$ cat config.mk
export PLATFORM = sky130hd
export DESIGN_NAME = sync_frame_parser_additive_checksum
export DESIGN_NICKNAME = d
export VERILOG_FILES = /design/src/hdl/sfpac_pkg.sv /design/src/hdl/sync_frame_parser_additive_checksum.sv
export VERILOG_INCLUDE_DIRS = /design/src /design/src/hdl
export SDC_FILE = /design/constraint.sdc
export NUM_CORES = 1
export LEC_CHECK = 0
export BUFFER_PORTS_ARGS = -buffer_cell sky130_fd_sc_hd__buf_2
export CELL_PAD_IN_SITES_DETAIL_PLACEMENT = 0
export CELL_PAD_IN_SITES_GLOBAL_PLACEMENT = 1
export CORE_ASPECT_RATIO = 0.7
export CORE_UTILIZATION = 45
export CTS_BUF_LIST = sky130_fd_sc_hd__clkbuf_4 sky130_fd_sc_hd__clkbuf_8 sky130_fd_sc_hd__clkbuf_16
export DETAILED_ROUTE_END_ITERATION = 7
export MAX_ROUTING_LAYER = met4
export PLACE_DENSITY = 0.77
export SYNTH_ARGS = -nofsm -noshare
export SYNTH_HDL_FRONTEND = slang
export SYNTH_SLANG_ARGS = --single-unit
$ cat constraint.sdc
create_clock -name clk -period 2.9 [get_ports clk]
set_input_delay 0.58 -clock clk [delete_from_list [all_inputs] [get_ports clk]]
set_output_delay 0.58 -clock clk [all_outputs]
set_load 0.01 [all_outputs]
$ cat src/hdl/assert_macros.svh
// assertion macros shared by the rtl files
// expects clk and rst_n in the scope of use
`ifndef ASSERT_MACROS_SVH
`define ASSERT_MACROS_SVH

// condition holds on every clock edge out of reset
`define ASSERT_ALWAYS(lbl, cond, msg) \
  lbl: assert property (@(posedge clk) disable iff (!rst_n) (cond)) else $error(msg);

// consequent holds in the cycle after the antecedent
`define ASSERT_NEXT(lbl, ante, cons, msg) \
  lbl: assert property (@(posedge clk) disable iff (!rst_n) (ante) |=> (cons)) \
    else $error(msg);

`endif

$ cat src/hdl/sfpac_pkg.sv
// types and constants for the sync frame parser with additive checksum
// no dependencies
package sfpac_pkg;

  localparam int BYTE_W    = 8;
  localparam int LEN_W     = 16;
  localparam int STATUS_W  = 3;
  localparam int POS_W     = 8;
  localparam int CFG_IDX_W = 2;

  localparam logic [STATUS_W-1:0] ST_OK       = 3'd0;
  localparam logic [STATUS_W-1:0] ST_SYNC     = 3'd1;
  localparam logic [STATUS_W-1:0] ST_VERSION  = 3'd2;
  localparam logic [STATUS_W-1:0] ST_CHECKSUM = 3'd3;
  localparam logic [STATUS_W-1:0] ST_SHORT    = 3'd4;
  localparam logic [STATUS_W-1:0] ST_LENGTH   = 3'd5;

  localparam logic [CFG_IDX_W-1:0] CFG_SYNC_FIRST  = 2'd0;
  localparam logic [CFG_IDX_W-1:0] CFG_SYNC_SECOND = 2'd1;
  localparam logic [CFG_IDX_W-1:0] CFG_VERSION     = 2'd2;

  localparam logic [POS_W-1:0] OFS_SYNC0   = 8'd0;
  localparam logic [POS_W-1:0] OFS_SYNC1   = 8'd1;
  localparam logic [POS_W-1:0] OFS_VERSION = 8'd2;
  localparam logic [POS_W-1:0] OFS_COMMAND = 8'd3;
  localparam logic [POS_W-1:0] OFS_LEN_HI  = 8'd4;
  localparam logic [POS_W-1:0] OFS_LEN_LO  = 8'd5;
  localparam logic [POS_W-1:0] HEADER_BYTES = 8'd6;
  localparam logic [LEN_W:0]   MIN_FRAME_BYTES = 17'd7;

  localparam logic [BYTE_W-1:0] SYNC_FIRST_RST  = 8'h55;
  localparam logic [BYTE_W-1:0] SYNC_SECOND_RST = 8'haa;
  localparam logic [BYTE_W-1:0] VERSION_RST     = 8'h00;

  typedef struct packed {
    logic [BYTE_W-1:0] rx_byte;
    logic              frame_end;
  } in_beat_t;

  typedef struct packed {
    logic                kind;
    logic [BYTE_W-1:0]   data_byte;
    logic [BYTE_W-1:0]   command;
    logic [LEN_W-1:0]    payload_length;
    logic [STATUS_W-1:0] status;
  } out_beat_t;

endpackage

$ cat src/hdl/sync_frame_parser_additive_checksum.sv
// sync frame parser top level: header checks, payload pass-through and verdict
// depends on sfpac_pkg and assert_macros.svh
`include "assert_macros.svh"

// Takes one frame byte per beat, a new byte every cycle when not stalled. Each
// byte is handled in the cycle it is accepted (one 8-bit add and a few compares
// against the frame state) and its result, a passed payload byte or the
// end-of-frame verdict, appears in the output register on the next cycle. The
// input is stalled only while that output register is full and the result side
// stalls. Header bytes (offsets 0 to 5) give no output beat. Configuration
// writes are always ready and should be issued only while the parser is idle.
module sync_frame_parser_additive_checksum import sfpac_pkg::*; #(
  parameter int MAX_FRAME_BYTES = 255
) (
  input  logic                 clk,
  input  logic                 rst_n,
  input  logic                 in_valid,
  output logic                 in_stall,
  input  in_beat_t             in_data,
  output logic                 out_valid,
  input  logic                 out_stall,
  output out_beat_t            out_data,
  input  logic                 cfg_valid,
  output logic                 cfg_ready,
  input  logic [CFG_IDX_W-1:0] cfg_index,
  input  logic [BYTE_W-1:0]    cfg_wdata
);

  localparam logic [POS_W-1:0] MAX_POS = POS_W'(MAX_FRAME_BYTES);

  logic [BYTE_W-1:0]   sync_first_r, sync_second_r, version_r;
  logic [POS_W-1:0]    pos_r, pos_nxt;
  logic [BYTE_W-1:0]   sum_r, sum_nxt;
  logic [STATUS_W-1:0] err_r, err_nxt;
  logic [BYTE_W-1:0]   cmd_r, cmd_nxt;
  logic [LEN_W-1:0]    len_r, len_nxt;
  logic                out_valid_r;
  out_beat_t           out_r;

  logic                in_acc;
  logic                out_load;
  logic                has_res;
  out_beat_t           res;
  logic [STATUS_W-1:0] verdict;
  logic [LEN_W:0]      total;
  logic                mismatch;

  assign cfg_ready = 1'b1;
  assign out_load  = !out_valid_r || !out_stall;
  assign in_stall  = !out_load;
  assign in_acc    = in_valid && !in_stall;
  assign out_valid = out_valid_r;
  assign out_data  = out_r;

  assign total    = {{(LEN_W+1-POS_W){1'b0}}, pos_r} + 17'd1;
  assign mismatch = total != (MIN_FRAME_BYTES + {1'b0, len_r});

  always_comb begin
    if (err_r == ST_SYNC || err_r == ST_VERSION) begin
      verdict = err_r;
    end else if (pos_r < HEADER_BYTES) begin
      verdict = ST_SHORT;
    end else if (sum_r != in_data.rx_byte) begin
      verdict = ST_CHECKSUM;
    end else if (err_r == ST_LENGTH || mismatch) begin
      verdict = ST_LENGTH;
    end else begin
      verdict = ST_OK;
    end
  end

  always_comb begin
    pos_nxt = pos_r;
    sum_nxt = sum_r;
    err_nxt = err_r;
    cmd_nxt = cmd_r;
    len_nxt = len_r;
    has_res = 1'b0;
    res     = '0;
    if (in_data.frame_end) begin
      has_res            = 1'b1;
      res.kind           = 1'b1;
      res.command        = cmd_r;
      res.payload_length = len_r;
      res.status         = verdict;
      pos_nxt = '0;
      sum_nxt = '0;
      err_nxt = ST_OK;
      cmd_nxt = '0;
      len_nxt = '0;
    end else begin
      sum_nxt = sum_r + in_data.rx_byte;
      if (pos_r >= MAX_POS) begin
        if (err_r == ST_OK) err_nxt = ST_LENGTH;
      end else begin
        pos_nxt = pos_r + 8'd1;
      end
      case (pos_r)
        OFS_SYNC0: begin
          if (in_data.rx_byte != sync_first_r && err_nxt == ST_OK) err_nxt = ST_SYNC;
        end
        OFS_SYNC1: begin
          if (in_data.rx_byte != sync_second_r && err_nxt == ST_OK) err_nxt = ST_SYNC;
        end
        OFS_VERSION: begin
          if (in_data.rx_byte != version_r && err_nxt == ST_OK) err_nxt = ST_VERSION;
        end
        OFS_COMMAND: begin
          cmd_nxt = in_data.rx_byte;
        end
        OFS_LEN_HI: begin
          len_nxt = {in_data.rx_byte, 8'h00};
        end
        OFS_LEN_LO: begin
          len_nxt = {len_r[LEN_W-1:BYTE_W], in_data.rx_byte};
        end
        default: begin
          has_res       = 1'b1;
          res.kind      = 1'b0;
          res.data_byte = in_data.rx_byte;
        end
      endcase
    end
  end

  always_ff @(posedge clk) begin
    if (!rst_n) begin
      sync_first_r  <= SYNC_FIRST_RST;
      sync_second_r <= SYNC_SECOND_RST;
      version_r     <= VERSION_RST;
    end else if (cfg_valid && cfg_ready) begin
      case (cfg_index)
        CFG_SYNC_FIRST:  sync_first_r  <= cfg_wdata;
        CFG_SYNC_SECOND: sync_second_r <= cfg_wdata;
        CFG_VERSION:     version_r     <= cfg_wdata;
        default: ;
      endcase
    end
  end

  // frame state
  always_ff @(posedge clk) begin
    if (!rst_n) begin
      pos_r <= '0;
      sum_r <= '0;
      err_r <= ST_OK;
      cmd_r <= '0;
      len_r <= '0;
    end else if (in_acc) begin
      pos_r <= pos_nxt;
      sum_r <= sum_nxt;
      err_r <= err_nxt;
      cmd_r <= cmd_nxt;
      len_r <= len_nxt;
    end
  end

  // output beat register
  always_ff @(posedge clk) begin
    if (!rst_n) begin
      out_valid_r <= 1'b0;
    end else if (out_load) begin
      out_valid_r <= in_acc && has_res;
    end
  end

  always_ff @(posedge clk) begin
    if (out_load) begin
      out_r <= res;
    end
  end

  `ASSERT_ALWAYS(a_stall_only_full, !in_stall || out_valid_r, "input stalled with empty output")
  `ASSERT_ALWAYS(a_pos_bound, pos_r <= MAX_POS, "byte position beyond frame limit")
  `ASSERT_NEXT(a_clear_after_end, in_acc && in_data.frame_end,
    pos_r == '0 && sum_r == '0 && err_r == ST_OK, "frame state not cleared after verdict")
  `ASSERT_ALWAYS(a_payload_clean, !out_valid_r || out_r.kind ||
    (out_r.status == ST_OK && out_r.command == '0 && out_r.payload_length == '0),
    "payload beat carries verdict fields")

endmodule
# Word level (Yosys, flattened, before mapping)
# Cells that the tools add are included.
[totals] reg_bits=104 latch_bits=0 ram_bits=0 mem_bits_ro=0 memories=0
[classes] add_sub_neg=4 mul=0 div=0 magnitude_cmp=2 eq_ne=17 shifts=0 mux=21 bitwise=0 reduce_logical=27
[ops] op="8-bit two-way mux" count=5
[ops] op="3-bit two-way mux" count=11
[ops] op="8-bit inequality test" count=4
[ops] op="16-bit case mux with 2 select lines" count=1
[ops] op="3-bit by 16-bit adder with 17-bit output, first input constant" count=1
[ops] op="9-bit by 17-bit inequality test with 1-bit output" count=1
[ops] op="8-bit by 2-bit == test with 1-bit output, second input constant" count=2
[ops] op="8-bit by 3-bit == test with 1-bit output, second input constant" count=2
[ops] op="16-bit two-way mux" count=1
[ops] op="2-bit AND reduction" count=6
[ops] op="8-bit by 1-bit adder with 9-bit output, second input constant" count=1
[ops] op="3-bit case mux with 3 select lines" count=1
[ops] op="8-bit by 1-bit adder with 8-bit output, second input constant" count=1
[ops] op="8-bit adder" count=1
[ops] op="8-bit by 1-bit == test with 1-bit output, second input constant" count=1
[ops] op="8-bit greater-or-equal comparator, second input constant" count=1
[ops] op="8-bit logical NOT" count=1
[ops] op="8-bit by 3-bit < comparator with 1-bit output, second input constant" count=1
[ops] op="7-bit OR reduction" count=1
[ops] op="3-bit logical NOT" count=2
[ops] op="6-bit OR reduction" count=1
[ops] op="1-bit logical AND" count=5
[ops] op="2-bit inequality test, second input constant" count=2
[ops] op="2-bit nonzero test" count=2
[ops] op="11 further kinds" count=16

# Depth between registers and ports, before layout
[logic_depth] depth_word=9 depth_mapped=10

# Worst setup path after synthesis
# No wires, ideal clock.
[synth_timing] kind="input-to-reg" from="input out_stall" to="register cmd_r[7]" setup_time_ns=0.128 arrival_ns=2.561 t_required_ns=2.772 slack_ns=0.212 stages=8 path_cell_list="nand2_1 and2_1 clkbuf_1 and3_1 buf_4 mux2i_1 a2bb2oi_1 nor2_1"
[synth_between] elab_chain_len=4
[synth_lines] element="from (decl)" line="sync_frame_parser_additive_checksum.sv:21" source="input logic out_stall,"
[synth_lines] element="1-bit logical NOT" line="sync_frame_parser_additive_checksum.sv:49" source="assign out_load = !out_valid_r || !out_stall;"
[synth_lines] element="1-bit logical OR" line="sync_frame_parser_additive_checksum.sv:49"
[synth_lines] element="1-bit logical AND" line="sync_frame_parser_additive_checksum.sv:51" source="assign in_acc = in_valid && !in_stall;"
[synth_lines] element="2-bit AND reduction (no line)"
[synth_lines] element="to (signal assigned)" line="sync_frame_parser_additive_checksum.sv:153" source="cmd_r <= cmd_nxt;"
[synth_lines] element="to (decl)" line="sync_frame_parser_additive_checksum.sv:35" source="logic [BYTE_W-1:0] cmd_r, cmd_nxt;"
# No other way between the ends.
# A chain may end at the register's enable or synchronous reset.

# Worst setup path after layout
[layout_timing] from="register pos_r[1]" to="register out_r, in the netlist out_data[2] (data pin)"
[layout_between] elab_chain_len=7 elab_cells_between_ends=8
[layout_lines] element="from (decl)" line="sync_frame_parser_additive_checksum.sv:32" source="logic [POS_W-1:0] pos_r, pos_nxt;"
[layout_lines] element="from (signal assigned)" line="sync_frame_parser_additive_checksum.sv:150" source="pos_r <= pos_nxt;"
[layout_lines] element="8-bit by 1-bit adder with 9-bit output" line="sync_frame_parser_additive_checksum.sv:55" source="assign total = {{(LEN_W+1-POS_W){1'b0}}, pos_r} + 17'd1;"
[layout_lines] element="9-bit by 17-bit inequality test with 1-bit output" line="sync_frame_parser_additive_checksum.sv:56" source="assign mismatch = total != (MIN_FRAME_BYTES + {1'b0, len_r});"
[layout_lines] element="1-bit logical OR" line="sync_frame_parser_additive_checksum.sv:65" source="end else if (err_r == ST_LENGTH || mismatch) begin"
[layout_lines] element="3-bit two-way mux" line="sync_frame_parser_additive_checksum.sv:65"
[layout_lines] element="3-bit two-way mux" line="sync_frame_parser_additive_checksum.sv:63" source="end else if (sum_r != in_data.rx_byte) begin"
[layout_lines] element="3-bit two-way mux (*)" line="sync_frame_parser_additive_checksum.sv:61" source="end else if (pos_r < HEADER_BYTES) begin"
[layout_lines] element="3-bit two-way mux (*)" line="sync_frame_parser_additive_checksum.sv:59" source="if (err_r == ST_SYNC || err_r == ST_VERSION) begin"
[layout_lines] element="to (signal assigned)" line="sync_frame_parser_additive_checksum.sv:169" source="out_r <= res;"
[layout_lines] element="to (decl)" line="sync_frame_parser_additive_checksum.sv:38" source="out_beat_t out_r;"
# Every way passes the cells marked *; elsewhere a longest branch is shown, timed or not.

==> flow_metrics.py <==
metrics = {
    "clock_tree": {
        "cts_tree": "done",
        "root_buffer": "clkbuf_16",
        "clk_pin_slew_ns": 0.07,
        "numCtsBuffers": 9,
        "cts_buffer_depth": 2,
        "cts_resized": 0,
        "clock_sinks": 104,
        "insertion_delay_ns": 0.35,
        "post-cts-setup-buffers": 0,
        "htreeDepth": 3,
        "cts_hold_buf": 0,
    },
    "setup_path": {
        "cp-end-kind": "register",
        "worst_ep_required_time_ns": 3.00,
        "ff2ff_path_depth": 9,
        "path_cells": "inv_1 > ha_1 > xnor2_1 > a311o_2 > a2111oi_2 > nand4_1 > nor4_4 > o21ai_1 > o211a_1",
        "path_max_fanout": 8,
        "cp-start-kind": "register",
        "crit_type": "register to register",
        "rrSetupSlack_ns": 0.19,
        "critPathBufInv": 1,
        "crit_path_max_incr_delay_ns": 0.46,
        "crit_family": "compound AO/OA/AOI/OAI gates",
        "arrival_ns": 2.81,
        "slowest_stage": "dfxtp_1",
        "r2r-start": "pos_r[1]",
        "timing.rr.end": "out_data[2]",
    },
    "job": {
        "maxCapViolCount": 0,
    },
    "synthesis": {
        "synth-seq-area-share": 0.456,
        "ys_types": 63,
        "yosys_warnings": 0,
        "synth.mux.area_fraction": 0.0766,
        "yosys.area_share.simple": 0.204,
        "synth_compound_area_frac": 0.103,
        "netlist_instances": 554,
        "avgSynthCellArea_um2": 9.67,
        "synth_top_family_by_area": "simple AND/OR/NAND/NOR gates",
        "synth_fa_ha_area_frac": 0.0318,
        "synth-seq-cells": 104,
        "synth_area_um2": 5360,
        "synth-async-reset-ratio": 0,
        "synthesis.nets": 591,
        "synthFlopType": "dfxtp_1",
        "synth_xor_area_frac": 0.0904,
        "synth_edf_count": 36,
    },
    "floorplanning": {
        "io_pins": 63,
        "num_rows": 32,
        "start_util": 0.475,
        "coreArea_um2": 11300,
        "die_x_um": 132,
        "fp.dieArea_um2": 12400,
        "die_y_um": 93.3,
    },
    "cells_and_area": {
        "layout_commonest_cell": "nor2_1",
        "synthToLayoutAreaGrowth_pct": 13.3,
        "finalInstanceArea_um2": 6070,
        "nets": 639,
        "drive_gt1_frac": 0.166,
        "final_core_util": 0.538,
        "final_cell_mix": "nor2_1 (83), dfxtp_1 (67), buf_2 (61)",
        "n_antenna_cell": 0,
        "stdcell_count": 760,
    },
    "drt": {
        "wl_per_cell_um": 17.1,
        "drc": 0,
        "ant_nets": 0,
        "dr.pass1.iters": 4,
        "drt_iter0_drc": 258,
        "viasPerCell": 5.40,
        "vias": 4105,
        "routed_wl_mm": 13.0,
    },
    "timing": {
        "finalWorstSetupSlack_ns": 0.189,
        "finalMaxSlewViolations": 0,
        "setup-tns-final_ns": 0,
        "timing.fmax_mhz": 369,
        "worst_pin_slew_ns": 0.652,
        "grt_setup_unrepaired": "no",
        "timing.hold.ws_ns": 0.467,
        "hold_viol": 0,
        "setup_viol": 0,
        "relSlewSlack": 0.565,
        "finalCritPeriodShare": 0.935,
        "fin_skew_ns": 0.00681,
        "fin_crit_ns": 2.71,
    },
    "worst_hold_path": {
        "whs_path_depth": 3,
        "min-delay-start": "cfg_wdata[7]",
        "hp-class": "input pin to register",
        "hold_end": "sync_second_r[7]",
    },
    "place": {
        "dpl-instance-area_um2": 5780,
        "dp_hpwl_mm": 9.14,
        "dp_cells": 744,
        "gp_congestion": 0.903,
        "portBuffers": 61,
        "pre_cts_slack_ns": 0.136,
    },
    "global_route": {
        "overflow": 0,
        "grt_max_degree": 52,
        "gr-usage-all-layers": 0.229,
        "grt_pass1_vias": 3857,
        "grt_pass1_wl_mm": 21.0,
        "antenna_found_initial": 0,
    },
    "pwr": {
        "power_density_nw_per_um2": 508,
        "ir_worst_vdd_uv": 267,
        "p_leak_nw": 2.51,
        "power.total_mw": 3.08,
    },
    "status": {
        "outcome": "finished, final reports clean",
    },
}
[logic make-up (layout without fill, tap and decap cells)]
| kind of cell | Yosys count | in the layout |
|---|---|---|
| AOI/OAI and AO/OA | 81 | 81 |
| xor gates and xnor gates | 50 | 50 |
| adders and majority gates | 13 | 13 |
| buffers and inverters | 43 | 96 |
| DFF | 104 | 104 |
| muxes | 41 | 41 |
| other | 1 | 1 |
| and+or+nand+nor | 221 | 221 |
[registers in the layout (all words and copies together) (netlist names)]
name	flops
cmd_r	8
sync_second_r	8
len_r	16
err_r	3
out_valid	1
version_r	8
out_data	36
sum_r	8
pos_r	8
sync_first_r	8
[metal layers]
metal | wire, µm | vias up | track usage
li1 | - | 2023 | -
met1 | 6520 | 1971 | 0.324
met2 | 5570 | 101 | 0.334
met3 | 780 | 10 | 0.0461
met4 | 116 | 0 | 0.0556
met5 | 0 | - | -
[Yosys cell counts, types with 3 or more instances]
cell	n	area (µm²)
clkbuf_1	19	71.3
inv_1	10	37.5
a2bb2oi_1	8	70.1
nor3_1	17	85.1
a22oi_1	4	30.0
a311oi_1	3	26.3
xnor2_1	39	342
a31oi_1	3	18.8
dfxtp_1	68	1360
nor4_1	3	18.8
nand2_1	39	146
nand3_1	10	50.1
nand2b_1	11	68.8
mux2i_1	41	410
o21ai_0	7	35.0
nand4_1	9	56.3
xor2_1	8	70.1
edfxtp_1	36	1080
and3_1	4	25.0
ha_1	12	150
a21o_1	3	22.5
nand3b_1	4	30.0
and2_1	25	156
a21oi_1	34	170
nor2_1	83	312
buf_1	5	18.8
buf_4	4	30.0
[worst min-delay path, delay by kind of cell]
family        cells  cell delay [ns]
simple gates      1             0.06
buf+inv           1             0.09
mux               1             0.06
[worst max-delay path by stage]
| stage | from | depth (start not counted) | end | slack, ns |
|---|---|---|---|---|
| 2_1_floorplan | out_stall | 8 | cmd_r[7] | 0.21 |
| 3_3_place_gp | pos_r[0] | 9 | out_data[2] | 0.29 |
| 3_5_place_dp | pos_r[0] | 9 | out_data[2] | 0.14 |
| 4_1_cts | pos_r[0] | 9 | out_data[2] | 0.12 |
| 5_1_grt | pos_r[1] | 9 | out_data[2] | 0.04 |
| 6_report | pos_r[1] | 9 | out_data[2] | 0.19 |
[power breakdown]
part	switching (mW)	internal [mW]
logic	0.205	0.137
clock network	0.565	0.592
registers	0.0302	1.56
[layout make-up]
type                    count  area [µm²]
well taps                 153         191
inverters                  10        37.5
clock buffers               9         225
multi-input cells         407        2720
repair buffers             70         398
flip-flops and latches    104        2440
fillers                  1043        5220
clock inverters             7        56.3
Note: power is estimated with default switching activity, not from simulation.
